==> config.mk <==
export PLATFORM = sky130hd
export DESIGN_NAME = led_strip_effect_generator
export DESIGN_NICKNAME = d
export VERILOG_FILES = /design/src/rtl/lseg_pkg.sv /design/src/rtl/lseg_div.sv /design/src/rtl/lseg_front.sv /design/src/rtl/lseg_fifo.sv /design/src/rtl/lseg_back.sv /design/src/rtl/led_strip_effect_generator.sv
export SDC_FILE = /design/constraint.sdc
export NUM_CORES = 2
export LEC_CHECK = 0
export BUFFER_PORTS_ARGS = -buffer_cell sky130_fd_sc_hd__clkbuf_2
export CAP_MARGIN = 40
export CORE_MARGIN = 1.5
export CORE_UTILIZATION = 55
export DETAILED_ROUTE_END_ITERATION = 6
export GPL_ROUTABILITY_DRIVEN = 1
export GPL_TIMING_DRIVEN = 1
export PLACE_DENSITY = 0.67
export SYNTH_ARGS = -nofsm -noshare
export SYNTH_HDL_FRONTEND = slang
export SYNTH_SLANG_ARGS = --single-unit
export TNS_END_PERCENT = 20
==> constraint.sdc <==
create_clock -name clk_i -period 19.23 [get_ports clk_i]
set_input_delay 1.923 -clock clk_i [delete_from_list [all_inputs] [get_ports clk_i]]
set_output_delay 1.923 -clock clk_i [all_outputs]
set_load 0.1 [all_outputs]
==> src/rtl/lseg_pkg.sv <==
// LED strip effect generator package: effect modes, frame descriptor,
// configuration record, hue wheel and LFSR helpers. No dependencies.
package lseg_pkg;

  localparam int unsigned LED_IDX_W = 6;
  localparam int unsigned CNT_W     = 7;
  localparam int unsigned CFG_IDX_W = 3;
  localparam int unsigned CFG_DAT_W = 12;
  localparam logic [31:0] LFSR_MASK = 32'h8020_0003;
  localparam logic [31:0] LFSR_SEED = 32'd1;
  localparam logic [11:0] ADC_MAX   = 12'd4095;

  typedef enum logic [2:0] {
    MODE_FADE    = 3'd0,
    MODE_STROBE  = 3'd1,
    MODE_BAR     = 3'd2,
    MODE_RAINBOW = 3'd3,
    MODE_GLOW    = 3'd4,
    MODE_VOLUME  = 3'd5,
    MODE_OFF     = 3'd6
  } mode_e;

  typedef enum logic [CFG_IDX_W-1:0] {
    CFG_MAX_BRIGHT  = 3'd0,
    CFG_ADC_THRESH  = 3'd1,
    CFG_HUE_PERIOD  = 3'd2,
    CFG_RBOW_PERIOD = 3'd3,
    CFG_STRB_PERIOD = 3'd4,
    CFG_BAR_PERIOD  = 3'd5
  } cfg_idx_e;

  typedef enum logic [1:0] {
    FS_IDLE,
    FS_LAUNCH0,
    FS_WAIT0,
    FS_PUSH
  } fstate_e;

  typedef struct packed {
    logic [7:0]  peak_level;
    logic [11:0] audio_floor;
    logic [7:0]  hue_period;
    logic [7:0]  rainbow_period;
    logic [7:0]  strobe_period;
    logic [7:0]  bar_period;
  } cfg_t;

  typedef struct packed {
    mode_e            mode;
    logic [7:0]       level;
    logic [7:0]       hue;
    logic [CNT_W-1:0] count;
    logic [23:0]      colour;
  } desc_t;

  typedef struct packed {
    logic [7:0] r;
    logic [7:0] g;
    logic [7:0] b;
  } rgb_t;

  function automatic rgb_t wheel(input logic [7:0] h);
    rgb_t c;
    logic [7:0] hh;
    logic [7:0] t;
    if (h < 8'd85) begin
      t   = 8'(h * 8'd3);
      c.r = t;
      c.g = 8'd255 - t;
      c.b = 8'd0;
    end else if (h < 8'd170) begin
      hh  = h - 8'd85;
      t   = 8'(hh * 8'd3);
      c.r = 8'd255 - t;
      c.g = 8'd0;
      c.b = t;
    end else begin
      hh  = h - 8'd170;
      t   = 8'(hh * 8'd3);
      c.r = 8'd0;
      c.g = t;
      c.b = 8'd255 - t;
    end
    return c;
  endfunction

  function automatic logic [7:0] scale8(input logic [7:0] c, input logic [7:0] l);
    logic [15:0] p;
    p = c * l;
    return p[15:8];
  endfunction

  function automatic logic [31:0] lfsr_step(input logic [31:0] s);
    logic [31:0] n;
    n = {1'b0, s[31:1]};
    return s[0] ? (n ^ LFSR_MASK) : n;
  endfunction

  function automatic logic [11:0] period(input logic [7:0] p);
    return (p == 8'd0) ? 12'd1 : {4'd0, p};
  endfunction

endpackage

==> src/rtl/lseg_div.sv <==
// Shared restoring divider, one quotient bit per cycle.
// Depends on nothing.
module lseg_div (
  input  logic        clk_i,
  input  logic        rst_ni,
  input  logic        start_i,
  input  logic [31:0] dividend_i,
  input  logic [11:0] divisor_i,
  output logic        done_o,
  output logic [31:0] quot_o,
  output logic [11:0] rem_o
);

  logic [31:0] quo_q, quo_d;
  logic [11:0] rem_q, rem_d, div_q;
  logic [4:0]  cnt_q;
  logic        run_q, done_q;
  logic [12:0] rem_sh;
  logic        ge;

  always_comb begin
    rem_sh = {rem_q, quo_q[31]};
    ge     = rem_sh >= {1'b0, div_q};
    rem_d  = ge ? 12'(rem_sh - {1'b0, div_q}) : rem_sh[11:0];
    quo_d  = {quo_q[30:0], ge};
  end

  always_ff @(posedge clk_i or negedge rst_ni) begin
    if (!rst_ni) begin
      run_q  <= 1'b0;
      done_q <= 1'b0;
      cnt_q  <= '0;
    end else if (start_i) begin
      run_q  <= 1'b1;
      done_q <= 1'b0;
      cnt_q  <= '0;
    end else if (run_q) begin
      cnt_q <= cnt_q + 5'd1;
      if (cnt_q == 5'd31) begin
        run_q  <= 1'b0;
        done_q <= 1'b1;
      end
    end else begin
      done_q <= 1'b0;
    end
  end

  always_ff @(posedge clk_i) begin
    if (start_i) begin
      quo_q <= dividend_i;
      rem_q <= '0;
      div_q <= divisor_i;
    end else if (run_q) begin
      quo_q <= quo_d;
      rem_q <= rem_d;
    end
  end

  assign done_o = done_q;
  assign quot_o = quo_q;
  assign rem_o  = rem_q;

endmodule

==> src/rtl/lseg_front.sv <==
// Frame front end: accepts frame ticks, updates effect state once per frame
// and issues frame descriptors. Depends on lseg_pkg and lseg_div.
module lseg_front
  import lseg_pkg::*;
#(
  parameter int unsigned NUM_LEDS = 29,
  parameter int unsigned FADE_LEN = 50
) (
  input  logic        clk_i,
  input  logic        rst_ni,
  input  cfg_t        cfg_i,
  input  logic        in_valid_i,
  output logic        in_ready_o,
  input  logic        mode_advance_i,
  input  logic [11:0] audio_sample_i,
  output logic        push_o,
  output desc_t       desc_o,
  input  logic        full_i
);

  localparam int unsigned      FADE_HALF  = FADE_LEN / 2;
  localparam logic [5:0]       FADE_N     = 6'(FADE_LEN);
  localparam logic [16:0]      FADE_RECIP = 17'((65536 + FADE_HALF - 1) / FADE_HALF);
  localparam logic [CNT_W-1:0] LEDS_N     = CNT_W'(NUM_LEDS);

  fstate_e          state_q, state_d;
  mode_e            mode_q, mode_d;
  logic [31:0]      fc_q, fc_d;
  logic [5:0]       fmod_q, fmod_d;
  logic [11:0]      sample_q, sample_d;
  logic [7:0]       fhue_q, fhue_d, flevel_q, flevel_d;
  logic             ffall_q, ffall_d;
  logic [5:0]       fcnt_q, fcnt_d;
  logic             son_q, son_d;
  logic [23:0]      scol_q, scol_d;
  logic [31:0]      lfsr_q, lfsr_d;
  logic [CNT_W-1:0] blevel_q, blevel_d;
  logic             bfall_q, bfall_d;
  logic [7:0]       bhue_q, bhue_d, rbow_q, rbow_d, glow_q, glow_d;
  logic [14:0]      smooth_q, smooth_d;
  logic             hit0_q, hit0_d;
  logic [7:0]       quo0_q, quo0_d;

  logic        div_start, div_done;
  logic [31:0] div_dvd, div_quot;
  logic [11:0] div_dvs, div_rem;

  lseg_div u_div (
    .clk_i      (clk_i),
    .rst_ni     (rst_ni),
    .start_i    (div_start),
    .dividend_i (div_dvd),
    .divisor_i  (div_dvs),
    .done_o     (div_done),
    .quot_o     (div_quot),
    .rem_o      (div_rem)
  );

  always_ff @(posedge clk_i or negedge rst_ni) begin
    if (!rst_ni) begin
      state_q  <= FS_IDLE;
      mode_q   <= MODE_FADE;
      fc_q     <= '0;
      fmod_q   <= '0;
      fhue_q   <= '0;
      flevel_q <= '0;
      ffall_q  <= 1'b0;
      fcnt_q   <= '0;
      son_q    <= 1'b0;
      scol_q   <= '0;
      lfsr_q   <= LFSR_SEED;
      blevel_q <= '0;
      bfall_q  <= 1'b0;
      bhue_q   <= '0;
      rbow_q   <= '0;
      glow_q   <= '0;
      smooth_q <= '0;
    end else begin
      state_q  <= state_d;
      mode_q   <= mode_d;
      fc_q     <= fc_d;
      fmod_q   <= fmod_d;
      fhue_q   <= fhue_d;
      flevel_q <= flevel_d;
      ffall_q  <= ffall_d;
      fcnt_q   <= fcnt_d;
      son_q    <= son_d;
      scol_q   <= scol_d;
      lfsr_q   <= lfsr_d;
      blevel_q <= blevel_d;
      bfall_q  <= bfall_d;
      bhue_q   <= bhue_d;
      rbow_q   <= rbow_d;
      glow_q   <= glow_d;
      smooth_q <= smooth_d;
    end
  end

  always_ff @(posedge clk_i) begin
    sample_q <= sample_d;
    hit0_q   <= hit0_d;
    quo0_q   <= quo0_d;
  end

  always_comb begin
    mode_e        nxt;
    logic [11:0]  diff;
    logic [11:0]  den;
    logic [19:0]  num;
    logic         above;
    logic [9:0]   lv;
    logic [5:0]   cinc;
    logic [18:0]  prod;
    logic [14:0]  target;
    logic [CNT_W:0] bl;
    logic [8:0]   hsum;
    logic [31:0]  l1, l2, l3;
    logic [7:0]   lvl;
    logic         post_hit;
    logic [23:0]  sprod;
    logic [7:0]   fstep;

    state_d  = state_q;
    mode_d   = mode_q;
    fc_d     = fc_q;
    fmod_d   = fmod_q;
    sample_d = sample_q;
    fhue_d   = fhue_q;
    flevel_d = flevel_q;
    ffall_d  = ffall_q;
    fcnt_d   = fcnt_q;
    son_d    = son_q;
    scol_d   = scol_q;
    lfsr_d   = lfsr_q;
    blevel_d = blevel_q;
    bfall_d  = bfall_q;
    bhue_d   = bhue_q;
    rbow_d   = rbow_q;
    glow_d   = glow_q;
    smooth_d = smooth_q;
    hit0_d   = hit0_q;
    quo0_d   = quo0_q;
    in_ready_o = 1'b0;
    push_o     = 1'b0;
    div_start  = 1'b0;
    div_dvd    = '0;
    div_dvs    = 12'd1;

    nxt   = (mode_q == MODE_OFF) ? MODE_FADE : mode_e'(mode_q + 3'd1);
    diff  = sample_q - cfg_i.audio_floor;
    den   = ADC_MAX - cfg_i.audio_floor;
    num   = diff * cfg_i.peak_level;
    above = sample_q >= cfg_i.audio_floor;
    sprod = cfg_i.peak_level * FADE_RECIP;
    fstep = sprod[23:16];

    lv = '0; cinc = '0; prod = '0; target = '0; bl = '0; hsum = '0;
    l1 = '0; l2 = '0; l3 = '0; lvl = '0; post_hit = 1'b0;

    unique case (state_q)
      FS_IDLE: begin
        in_ready_o = 1'b1;
        if (in_valid_i) begin
          sample_d = audio_sample_i;
          if (mode_advance_i) begin
            mode_d = nxt;
            fc_d   = '0;
            fmod_d = '0;
            unique case (nxt)
              MODE_FADE: begin
                fhue_d = '0; flevel_d = '0; ffall_d = 1'b0; fcnt_d = '0;
              end
              MODE_STROBE: begin
                son_d = 1'b0; scol_d = '0;
              end
              MODE_BAR: begin
                blevel_d = '0; bfall_d = 1'b0; bhue_d = '0;
              end
              MODE_RAINBOW: rbow_d = '0;
              default: ;
            endcase
          end
          state_d = FS_LAUNCH0;
        end
      end
      FS_LAUNCH0: begin
        div_start = 1'b1;
        unique case (mode_q)
          MODE_FADE: begin
            div_dvd = fc_q; div_dvs = period(cfg_i.hue_period);
          end
          MODE_STROBE: begin
            div_dvd = fc_q + 32'd1; div_dvs = period(cfg_i.strobe_period);
          end
          MODE_BAR, MODE_VOLUME: begin
            div_dvd = fc_q + 32'd1; div_dvs = period(cfg_i.bar_period);
          end
          MODE_RAINBOW: begin
            div_dvd = fc_q + 32'd1; div_dvs = period(cfg_i.rainbow_period);
          end
          MODE_GLOW: begin
            div_dvd = {12'd0, num}; div_dvs = den;
          end
          default: ;
        endcase
        state_d = FS_WAIT0;
      end
      FS_WAIT0: begin
        if (div_done) begin
          hit0_d  = div_rem == 12'd0;
          quo0_d  = (div_quot > {24'd0, cfg_i.peak_level}) ?
                    cfg_i.peak_level : div_quot[7:0];
          state_d = FS_PUSH;
        end
      end
      FS_PUSH: begin
        if (!full_i) begin
          push_o  = 1'b1;
          state_d = FS_IDLE;
          fc_d    = fc_q + 32'd1;
          fmod_d  = (fc_q == '1 || fmod_q == FADE_N - 6'd1) ? '0 : fmod_q + 6'd1;
          post_hit = hit0_q;
          unique case (mode_q)
            MODE_FADE: begin
              if (hit0_q) fhue_d = fhue_q + 8'd1;
              if (fmod_q == '0) begin
                lv = ffall_q ? ({2'b0, flevel_q} - {2'b0, fstep})
                             : ({2'b0, flevel_q} + {2'b0, fstep});
                cinc = fcnt_q + 6'd1;
                if (cinc >= FADE_N) begin
                  fcnt_d  = '0;
                  ffall_d = ~ffall_q;
                end else begin
                  fcnt_d = cinc;
                end
                if (lv[9]) flevel_d = '0;
                else if (lv[8:0] > {1'b0, cfg_i.peak_level})
                  flevel_d = cfg_i.peak_level;
                else flevel_d = lv[7:0];
              end
            end
            MODE_STROBE: begin
              if (post_hit) begin
                son_d = ~son_q;
                if (!son_q) begin
                  l1 = lfsr_step(lfsr_q);
                  l2 = lfsr_step(l1);
                  l3 = lfsr_step(l2);
                  lfsr_d = l3;
                  scol_d = {l2[7:0], l1[7:0], l3[7:0]};
                end
              end
            end
            MODE_BAR: begin
              if (post_hit) begin
                if (bfall_q) begin
                  if (blevel_q <= CNT_W'(2)) begin
                    blevel_d = '0; bfall_d = 1'b0;
                  end else blevel_d = blevel_q - CNT_W'(2);
                end else begin
                  bl = {1'b0, blevel_q} + (CNT_W+1)'(2);
                  if (bl >= {1'b0, LEDS_N}) begin
                    blevel_d = LEDS_N; bfall_d = 1'b1;
                  end else blevel_d = bl[CNT_W-1:0];
                end
                hsum   = {1'b0, bhue_q} + 9'd5;
                bhue_d = hsum[8] ? 8'd0 : hsum[7:0];
              end
            end
            MODE_RAINBOW: begin
              if (post_hit) begin
                hsum   = {1'b0, rbow_q} + 9'd5;
                rbow_d = hsum[8] ? 8'd0 : hsum[7:0];
              end
            end
            MODE_GLOW: begin
              if (!fc_q[0]) begin
                if (!above) glow_d = '0;
                else if (den == 12'd0) glow_d = cfg_i.peak_level;
                else glow_d = quo0_q;
              end
            end
            MODE_VOLUME: begin
              prod   = sample_q * LEDS_N;
              target = above ? prod[18:4] : 15'd0;
              if (smooth_q < target)
                smooth_d = smooth_q + ((target - smooth_q) >> 3);
              else
                smooth_d = smooth_q - ((smooth_q - target) >> 3);
              if (post_hit) begin
                hsum   = {1'b0, bhue_q} + 9'd5;
                bhue_d = hsum[8] ? 8'd0 : hsum[7:0];
              end
            end
            default: ;
          endcase
        end
      end
    endcase

    unique case (mode_q)
      MODE_FADE:    lvl = flevel_d;
      MODE_RAINBOW: lvl = cfg_i.peak_level;
      default:      lvl = glow_d;
    endcase
    desc_o.mode   = mode_q;
    desc_o.level  = lvl;
    desc_o.hue    = (mode_q == MODE_FADE) ? fhue_d :
                    (mode_q == MODE_RAINBOW) ? rbow_q : bhue_q;
    desc_o.count  = (mode_q == MODE_VOLUME) ? smooth_d[14:8] : blevel_q;
    desc_o.colour = son_q ? scol_q : 24'd0;
  end

endmodule

==> src/rtl/lseg_fifo.sv <==
// Two-entry descriptor queue between front end and pixel engine.
// Depends on lseg_pkg.
module lseg_fifo
  import lseg_pkg::*;
(
  input  logic  clk_i,
  input  logic  rst_ni,
  input  logic  push_i,
  input  desc_t data_i,
  output logic  full_o,
  input  logic  pop_i,
  output logic  empty_o,
  output desc_t data_o
);

  desc_t      mem_q [2];
  logic       wptr_q, rptr_q;
  logic [1:0] cnt_q;

  always_ff @(posedge clk_i or negedge rst_ni) begin
    if (!rst_ni) begin
      wptr_q <= 1'b0;
      rptr_q <= 1'b0;
      cnt_q  <= '0;
    end else begin
      if (push_i) wptr_q <= ~wptr_q;
      if (pop_i)  rptr_q <= ~rptr_q;
      cnt_q <= cnt_q + {1'b0, push_i} - {1'b0, pop_i};
    end
  end

  always_ff @(posedge clk_i) begin
    if (push_i) mem_q[wptr_q] <= data_i;
  end

  assign full_o  = cnt_q == 2'd2;
  assign empty_o = cnt_q == 2'd0;
  assign data_o  = mem_q[rptr_q];

endmodule

==> src/rtl/lseg_back.sv <==
// Pixel engine: walks the LEDs of one frame descriptor into an output register,
// one per cycle unless the receiver stalls. Depends on lseg_pkg.
module lseg_back
  import lseg_pkg::*;
#(
  parameter int unsigned NUM_LEDS = 29
) (
  input  logic                 clk_i,
  input  logic                 rst_ni,
  input  logic                 empty_i,
  input  desc_t                desc_i,
  output logic                 pop_o,
  output logic                 out_valid_o,
  input  logic                 out_ready_i,
  output logic [LED_IDX_W-1:0] led_index_o,
  output logic [7:0]           green_o,
  output logic [7:0]           red_o,
  output logic [7:0]           blue_o,
  output logic                 last_led_o
);

  localparam logic [7:0]           RB_Q  = 8'(255 / NUM_LEDS);
  localparam logic [CNT_W-1:0]     RB_R  = CNT_W'(255 % NUM_LEDS);
  localparam logic [CNT_W-1:0]     LED_N = CNT_W'(NUM_LEDS);
  localparam logic [LED_IDX_W-1:0] LAST  = LED_IDX_W'(NUM_LEDS - 1);

  logic [LED_IDX_W-1:0] idx_q;
  logic [7:0]           accq_q;
  logic [CNT_W-1:0]     accr_q;
  logic                 ov_q;
  logic                 load;
  logic [CNT_W-1:0]     rsum;
  rgb_t                 pix, wh;
  logic [7:0]           hue, glow;
  logic [LED_IDX_W-1:0] idx_oq;
  rgb_t                 pix_q;
  logic                 last_q;

  assign load  = !empty_i && (!ov_q || out_ready_i);
  assign pop_o = load && (idx_q == LAST);
  assign rsum  = accr_q + RB_R;

  always_comb begin
    pix  = '0;
    hue  = '0;
    unique case (desc_i.mode)
      MODE_FADE: hue = desc_i.hue;
      MODE_RAINBOW: hue = desc_i.hue + accq_q;
      default: hue = desc_i.hue + {idx_q[4:0], 3'd0};
    endcase
    wh   = wheel(hue);
    glow = scale8(8'd255, desc_i.level);
    unique case (desc_i.mode)
      MODE_FADE, MODE_RAINBOW: begin
        pix.r = scale8(wh.r, desc_i.level);
        pix.g = scale8(wh.g, desc_i.level);
        pix.b = scale8(wh.b, desc_i.level);
      end
      MODE_STROBE: begin
        pix.g = desc_i.colour[23:16];
        pix.r = desc_i.colour[15:8];
        pix.b = desc_i.colour[7:0];
      end
      MODE_BAR, MODE_VOLUME: begin
        if ({1'b0, idx_q} < desc_i.count) pix = wh;
      end
      MODE_GLOW: begin
        pix.r = glow;
        pix.b = glow;
      end
      default: pix = '0;
    endcase
  end

  always_ff @(posedge clk_i or negedge rst_ni) begin
    if (!rst_ni) begin
      ov_q   <= 1'b0;
      idx_q  <= '0;
      accq_q <= '0;
      accr_q <= '0;
    end else begin
      if (load) begin
        ov_q <= 1'b1;
        if (pop_o) begin
          idx_q  <= '0;
          accq_q <= '0;
          accr_q <= '0;
        end else begin
          idx_q <= idx_q + LED_IDX_W'(1);
          if (rsum >= LED_N) begin
            accq_q <= accq_q + RB_Q + 8'd1;
            accr_q <= rsum - LED_N;
          end else begin
            accq_q <= accq_q + RB_Q;
            accr_q <= rsum;
          end
        end
      end else if (out_ready_i) begin
        ov_q <= 1'b0;
      end
    end
  end

  always_ff @(posedge clk_i) begin
    if (load) begin
      idx_oq <= idx_q;
      pix_q  <= pix;
      last_q <= idx_q == LAST;
    end
  end

  assign out_valid_o = ov_q;
  assign led_index_o = idx_oq;
  assign green_o     = pix_q.g;
  assign red_o       = pix_q.r;
  assign blue_o      = pix_q.b;
  assign last_led_o  = last_q;

endmodule

==> src/rtl/led_strip_effect_generator.sv <==
// LED strip effect generator top level: configuration registers, front end,
// descriptor queue and pixel engine. Depends on lseg_pkg and all lseg modules.
//
// Usage: each accepted input transfer is one frame tick (mode_advance_i,
// audio_sample_i). It yields NUM_LEDS output transfers, one per LED in order,
// led_index_o counting from 0 and last_led_o set on the final LED.
// Registers are written through cfg_valid_i/cfg_index_i/cfg_data_i; cfg_ready_o
// is always high. Write only while no frame is in flight.
// Frame path: the front end runs the shared divider once per frame, pushes
// the descriptor into the queue, and the pixel engine registers each LED.
// Overlap: the front end handles one frame tick at a time and the pixel
// engine emits one LED per cycle while the receiver is ready; a two-deep frame
// queue lets the front end process the next tick while LEDs stream out.
// Reset: all effect state and configuration registers return to defaults, mode fading hue.
// A stalled receiver holds the output register; the queue then fills and
// in_ready_o drops until space returns.
module led_strip_effect_generator
  import lseg_pkg::*;
#(
  parameter int unsigned NUM_LEDS = 29,
  parameter int unsigned FADE_LEN = 50
) (
  input  logic                 clk_i,
  input  logic                 rst_ni,
  input  logic                 cfg_valid_i,
  output logic                 cfg_ready_o,
  input  logic [CFG_IDX_W-1:0] cfg_index_i,
  input  logic [CFG_DAT_W-1:0] cfg_data_i,
  input  logic                 in_valid_i,
  output logic                 in_ready_o,
  input  logic                 mode_advance_i,
  input  logic [11:0]          audio_sample_i,
  output logic                 out_valid_o,
  input  logic                 out_ready_i,
  output logic [LED_IDX_W-1:0] led_index_o,
  output logic [7:0]           green_o,
  output logic [7:0]           red_o,
  output logic [7:0]           blue_o,
  output logic                 last_led_o
);

  cfg_t  cfg_q;
  logic  push, full, pop, empty;
  desc_t desc_w, desc_r;

  assign cfg_ready_o = 1'b1;

  always_ff @(posedge clk_i or negedge rst_ni) begin
    if (!rst_ni) begin
      cfg_q.peak_level     <= 8'd40;
      cfg_q.audio_floor    <= 12'd1900;
      cfg_q.hue_period     <= 8'd5;
      cfg_q.rainbow_period <= 8'd3;
      cfg_q.strobe_period  <= 8'd40;
      cfg_q.bar_period     <= 8'd20;
    end else if (cfg_valid_i) begin
      unique case (cfg_index_i)
        CFG_MAX_BRIGHT:  cfg_q.peak_level     <= cfg_data_i[7:0];
        CFG_ADC_THRESH:  cfg_q.audio_floor    <= cfg_data_i;
        CFG_HUE_PERIOD:  cfg_q.hue_period     <= cfg_data_i[7:0];
        CFG_RBOW_PERIOD: cfg_q.rainbow_period <= cfg_data_i[7:0];
        CFG_STRB_PERIOD: cfg_q.strobe_period  <= cfg_data_i[7:0];
        CFG_BAR_PERIOD:  cfg_q.bar_period     <= cfg_data_i[7:0];
        default: ;
      endcase
    end
  end

  lseg_front #(
    .NUM_LEDS (NUM_LEDS),
    .FADE_LEN (FADE_LEN)
  ) u_front (
    .clk_i          (clk_i),
    .rst_ni         (rst_ni),
    .cfg_i          (cfg_q),
    .in_valid_i     (in_valid_i),
    .in_ready_o     (in_ready_o),
    .mode_advance_i (mode_advance_i),
    .audio_sample_i (audio_sample_i),
    .push_o         (push),
    .desc_o         (desc_w),
    .full_i         (full)
  );

  lseg_fifo u_fifo (
    .clk_i   (clk_i),
    .rst_ni  (rst_ni),
    .push_i  (push),
    .data_i  (desc_w),
    .full_o  (full),
    .pop_i   (pop),
    .empty_o (empty),
    .data_o  (desc_r)
  );

  lseg_back #(
    .NUM_LEDS (NUM_LEDS)
  ) u_back (
    .clk_i       (clk_i),
    .rst_ni      (rst_ni),
    .empty_i     (empty),
    .desc_i      (desc_r),
    .pop_o       (pop),
    .out_valid_o (out_valid_o),
    .out_ready_i (out_ready_i),
    .led_index_o (led_index_o),
    .green_o     (green_o),
    .red_o       (red_o),
    .blue_o      (blue_o),
    .last_led_o  (last_led_o)
  );

`ifndef SYNTHESIS
  a_no_push_full: assert property (@(posedge clk_i) disable iff (!rst_ni)
    !(push && full))
    else $error("descriptor pushed into full queue");

  a_last_index: assert property (@(posedge clk_i) disable iff (!rst_ni)
    out_valid_o && last_led_o |-> led_index_o == LED_IDX_W'(NUM_LEDS - 1))
    else $error("last LED flag on wrong index");

  a_busy_after_accept: assert property (@(posedge clk_i) disable iff (!rst_ni)
    in_valid_i && in_ready_o |=> !in_ready_o)
    else $error("front end ready right after accepting a frame");
`endif

endmodule
======== After elaboration in Yosys (flattened, before gate mapping) ========
Memories as Yosys holds them, arrays and structs flattened.
Cells that the tools add are included.
storage, ports and cells
  output and inout port bits .............. 34
  logic and storage cells ................. 356
  memories ................................ 1
  register bits after elaboration ......... 363
  memory bits (writable) .................. 100
  input bits .............................. 33
memories
  memory        words  width  read ports  clocked after Yosys merged registers in  write ports  RTL line         text
  u_fifo.mem_q  2      50     1           0                                        1            lseg_fifo.sv:16  desc_t mem_q [2];
operators by class
  equal/unequal tests ..................... 45
  bitwise logic cells ..................... 8
  multipliers ............................. 10
  magnitude comparators ................... 12
  muxes and demuxes ....................... 156
  reduce and logical (&&, ||, !) cells .... 46
  $add $sub $neg .......................... 33
operator list
  cell                     count
  $mux W8                  43
  $mux W32                 9
  $mux W24                 11
  $pmux W32 S3             1
  $pmux W8 S2              6
  $mux W7                  12
  $mux W6                  12
  $pmux W32 S2             1
  $pmux W8 S4              2
  $mux W15                 4
  $pmux W12 S5             1
  $mul A8 B8 Y16           3
  $pmux W24 S2             1
  $mux W1                  36
  $reduce_and A7 Y1        5
  $add A32 B1 Y32 const B  1
  $eq A32 B32 Y1 const B   1
  $gt A32 B8 Y1            1
  $logic_not A8 Y1         4
  $sub A15 B15 Y15         2
  $eq A3 B2 Y1 const B     8
  $logic_not A12 Y1        2
  $mul A8 B2 Y8 const B    3
  $ne A2 B2 Y1 const B     12
  73 further kinds         129

======== Depth between registers and ports, before layout ========
  word-level depth ........................ 11
  mapped depth ............................ 41
  mapped depth without buffers ............ 40

======== Cells and area by module ========
From an unflattened synthesis, not the netlist that was laid out.
second synthesis, totals
  cell total of the unflattened synthesis .. 4412
  area total of the unflattened synthesis .. 41678.7 um^2
modules (own cells, without submodules)
  module                      area an instance (um^2)  instances  cells each  sequential area each (um^2)
  lseg_front                  20183.1                  1          2431        4635.7
  lseg_back                   12274.3                  1          1434        1481.4
  lseg_fifo                   4057.6                   1          171         3103.0
  lseg_div                    3148.0                   1          260         1736.7
  led_strip_effect_generator  2015.7                   1          116         1322.5

======== Least setup slack after synthesis ========
Ideal clock, no wire load.
  path kind ............................... reg2reg
  from .................................... reg u_fifo.rptr_q
  to ...................................... reg u_back.pix_q, in the netlist u_back.red_o[6] (data pin)
  arrival time ............................ 8.690 ns
  data required time ...................... 18.971 ns
  clock period less this slack ............ 8.949 ns
  cell stages (with the launch flop) ...... 39
  setup slack ............................. 10.281 ns
  path buffers ............................ 3
  setup time .............................. 0.259 ns
  path through ............................ dfrtp_1 > buf_6 > buf_2 > mux2_2 > ha_1 > fa_1 > xnor2_1 > nand4_1 > and2_1 > clkbuf_1 > ha_1 > o211a_1 > or2_2 > xnor2_1 > ha_1 > a21o_1 > a21oi_1 > o21bai_1 > [3 not listed] > xnor2_1 > nor3_1 > a21oi_1 > nand2b_1 > fa_1 > fa_1 > fa_1 > inv_1 > fa_1 > ha_1 > nand2_1 > nor2_1 > and4_4 > or3_4 > o311ai_4 > nand2b_2 > a211oi_2 > o21ai_1
on the way
  word-level cells in the longest chain between the ends .. 10
  elaborated cells on any way between the ends .. 25
  those cells by class .................... add/sub (4); mul (4); order compare (3); eq/ne (5); mux (5); reduce/logical (3); memory (1)
RTL lines
  element                                      RTL line                         text
  start, declared                              lseg_fifo.sv:17                  logic wptr_q, rptr_q;
  start signal, assigned                       lseg_fifo.sv:27                  if (pop_i) rptr_q <= ~rptr_q;
  $mem_v2 Z2 W50 *                             -
  $add A8 B8 Y8, or another cell as far along  lseg_back.sv:49                  default: hue = desc_i.hue + {idx_q[4:0], 3'd0};
  $pmux W8 S2                                  lseg_back.sv:46                  unique case (desc_i.mode)
  $sub A8 B7 Y8                                lseg_pkg.sv:72                   hh = h - 8'd85;
  $mul A8 B2 Y8                                lseg_pkg.sv:73                   t = 8'(hh * 8'd3);
  $sub A8 B8 Y8                                lseg_pkg.sv:74                   c.r = 8'd255 - t;
  $mux W24                                     lseg_pkg.sv:71                   end else if (h < 8'd170) begin
  $mux W24                                     lseg_pkg.sv:66                   if (h < 8'd85) begin
  $mul A8 B8 Y16 or $mux W24 (tied branches)   lseg_pkg.sv:89, lseg_back.sv:65
  $pmux W8 S4 *                                lseg_back.sv:53                  unique case (desc_i.mode)
  end signal, assigned                         lseg_back.sv:107                 pix_q <= pix;
  end, declared                                lseg_back.sv:36                  rgb_t pix_q;
Every way passes the cells marked *; elsewhere a longest branch is shown, timed or not.
A chain may end at the register's enable or synchronous reset.

======== Worst setup path in the final report ========
Same ends and word-level chain as after synthesis.

==> impl_metrics.csv <==
group,metric,value,unit
die,num_io_pins,67,
yosys,synth_seq_area_share,29.48,%
sta,hold_viol,0,
cells_and_area,fill_cells,6179,
routing,via_per_inst,5.878,
grt,grt_pass1_wl,164.4,mm
yosys,yosys_warnings,0,
grt,grtUsageMet3,2.875,%
clocking,cts_sinks,433,
worst_setup_path,cp-start-kind,"flip-flop",
yosys,synth_area_leaders,"dfrtp_1 (14%), edfxtp_1 (13%), ha_1 (13%), fa_1 (12%), inv_1 (4.8%)",
grt,use_met1,38.62,%
yosys,syn_inst,4301,
sta,fmax,98.17,MHz
yosys,netlist.area_leader.share,14.34,%
worst_setup_path,max_stage_delay,640,ps
yosys,synth-seq-cells,433,
sta,layout_setup_ws,9044,ps
place,routabilityCongestion,0.9149,
clocking,clk_pin_slew,60,ps
routing,wirelength,100.7,mm
die,die_height,271.4,µm
grt,grt.overflow.total,0,
sta,final-setup-viol-count,0,
cells_and_area,drive_gt1_share,9.078,%
sta,relSlewSlack,31.46,%
grt,antenna_found_initial,0,
place,dp_hpwl,75.01,mm
grt,grt_pass1_vias,30822,
sta,rsz0062_at_grt,"no",
place,port-buffer-count,65,
sta,clock_skew,46.53,ps
cells_and_area,area_growth_syn_to_layout,8.304,%
clocking,cts-htree-levels,2,
grt,grt_start_max_net_pins,113,
worst_setup_path,worstSetupPathType,"flip-flop to flip-flop",
yosys,synth_fp_nets,4984,
worst_setup_path,critical-path-slowest-cell,"a21oi_1",
sta,timing.final.max_slew_violations,0,
yosys,async_flop_share,56.58,%
sta,worstMarginPinSlew,1023,ps
routing,drc,0,
yosys,postSynth.topFlopCell,"dfrtp_1",
sta,fin_crit_sh,52.97,%
grt,grt_util_met2,46.29,%
flow_run,max_cap_viol_count,0,
worst_setup_path,worstPathArrival,10510,ps
yosys,synth_cell_types,104,
die,core_area,71360,µm²
cells_and_area,final_cell_mix,"inv_1 (502), ha_1 (417), nand2_1 (387), nor2_1 (365), o21ai_0 (281)",
yosys,synth_top_area_cell,"dfrtp_1",
worst_setup_path,crit_required,19560,ps
cells_and_area,fin_nets,5003,
grt,grt_util_all_layers,27.65,%
die,die_area,73640,µm²
clocking,holdBufCountCts,0,
die,die_x,271.4,µm
sta,finalSetupTns,0,ps
clocking,cts_tree,"yes",
routing,vias,31229,
cells_and_area,multi_input_area,25500,µm²
worst_setup_path,cp_max_fo,46,
routing,ant_nets,0,
routing,wl_per_cell,18.95,µm
clocking,insertion_delay,610,ps
clocking,clockRootBuffer,"clkbuf_16",
clocking,cts_resized,0,
yosys,syn_area,39610,µm²
clocking,post_cts_buffers,0,
clocking,cts_made_buffers,51,
cells_and_area,layout_commonest_cell,"inv_1",
die,start_util,55.51,%
place,pre_cts_slack,9011,ps
routing,drt_iter0_drc,2184,
clocking,cts_buffer_depth,3,
run_status,status,"completed",
yosys,synth_edf_count,176,
die,rows,98,
grt,top_usage_layer,"met2",
worst_setup_path,cp-end-kind,"flip-flop",
routing,dr.pass1.iters,6,
sta,fin_crit,10190,ps
worst_hold_path,hp-class,"flip-flop to flip-flop",
cells_and_area,ff_latch_area,11680,µm²
yosys,avgSynthCellArea,9.210,µm²
==> worst max-delay path, delay by kind of cell (launching register included) <==
family	cells	cell delay, ps
xor gates and xnor gates	4	790
AOI/OAI and AO/OA	8	2620
buffers and inverters	3	780
DFF	1	340
and+or+nand+nor	11	1840
adders and majority gates	8	3070
muxes	1	450
==> path summary, 6_finish.rpt <==
kind	slack [ps]	to	startpoint	depth (start not counted)
max in group asynchronous	16250	u_front.lfsr_q[0]$_DFFE_PN1P_	rst_ni	4
min in group asynchronous	1400	u_back.accr_q[3]$_DFFE_PN0P_	rst_ni	1
max reg2reg	9040	u_back.red_o[6]$_SDFFCE_PN0P_	u_fifo.rptr_q$_DFFE_PN0P_	35
max	9040	u_back.red_o[6]$_SDFFCE_PN0P_	u_fifo.rptr_q$_DFFE_PN0P_	35
min reg2reg	480	u_front.lfsr_q[19]$_DFFE_PN0P_	u_front.lfsr_q[19]$_DFFE_PN0P_	2
min	480	u_front.lfsr_q[19]$_DFFE_PN0P_	u_front.lfsr_q[19]$_DFFE_PN0P_	2
==> cell usage after synthesis (all sizes together), types with 22 or more instances <==
cell     instances
ha             418
fa             232
and3            42
o31ai           69
o21ai          292
a21o            60
a21oi          194
nand4           30
xor2            66
nor2b           24
nor2           366
nand3           69
mux2i           85
nand2b          45
clkbuf         143
a22o            26
nand2          387
dfrtp          227
mux2            88
a211oi          23
and2            72
nor4            24
a31oi           43
o21a            36
o2bb2ai         22
nor3            77
xnor2          112
edfxtp         176
or2             34
inv            504
==> metrics by stage <==
stage | std cells | area, µm² | util, % | hold WS [ps]
final | 5313 | 42900 | 60.11 | 478.4
after CTS | 5309 | 42870 | 60.07 | 482.5
after global routing | 5312 | 42900 | 60.11 | 507.8
after global placement | 5199 | 40920 | 57.35 | 455.8
after floorplan | 4301 | 39610 | - | 438.1
after detailed placement | 5214 | 41140 | 57.65 | 470.2
==> area by class of cell <==
cell class                 instances  share of cell area (%)
inverter                         508                   4.451
clock inverter                    27                  0.5979
antenna                            1                0.005833
sequential                       433                   27.23
multi-input combinational       3201                   59.43
clock buffer                      68                   3.439
timing repair buffer             125                   2.080
tap                              950                   2.771
==> layer usage <==
metal	vias to the layer above	wire, µm
met3	140	5634
met1	15218	45650
met4	0	2204
met2	891	47180
met5	-	0
li1	14980	-
==> cells by family after synthesis <==
kind of cell | Yosys count | synth area share [%]
compound gates | 959 | 15.81
xor+xnor | 178 | 3.936
other cells | 1 | 0.009467
buf+inv | 667 | 6.387
flops | 433 | 29.48
fa+ha+maj | 650 | 24.93
simple gates | 1240 | 14.73
mux | 173 | 4.722
==> sequential cells by signal (all words and copies together), names as in the netlist, 12 cells and up <==
name / flops
u_front.fc_q: 32
cfg_q: 52
u_front.u_div.rem_o: 12
u_front.lfsr_q: 32
u_front.u_div.div_q: 12
u_front.scol_q: 14
u_fifo.mem_q: 80
u_front.smooth_q: 15
u_front.u_div.quot_o: 32
u_front.sample_q: 12
Power is not shown: default switching activity piles up to over one toggle a cycle in this logic, so the estimate is an artifact.
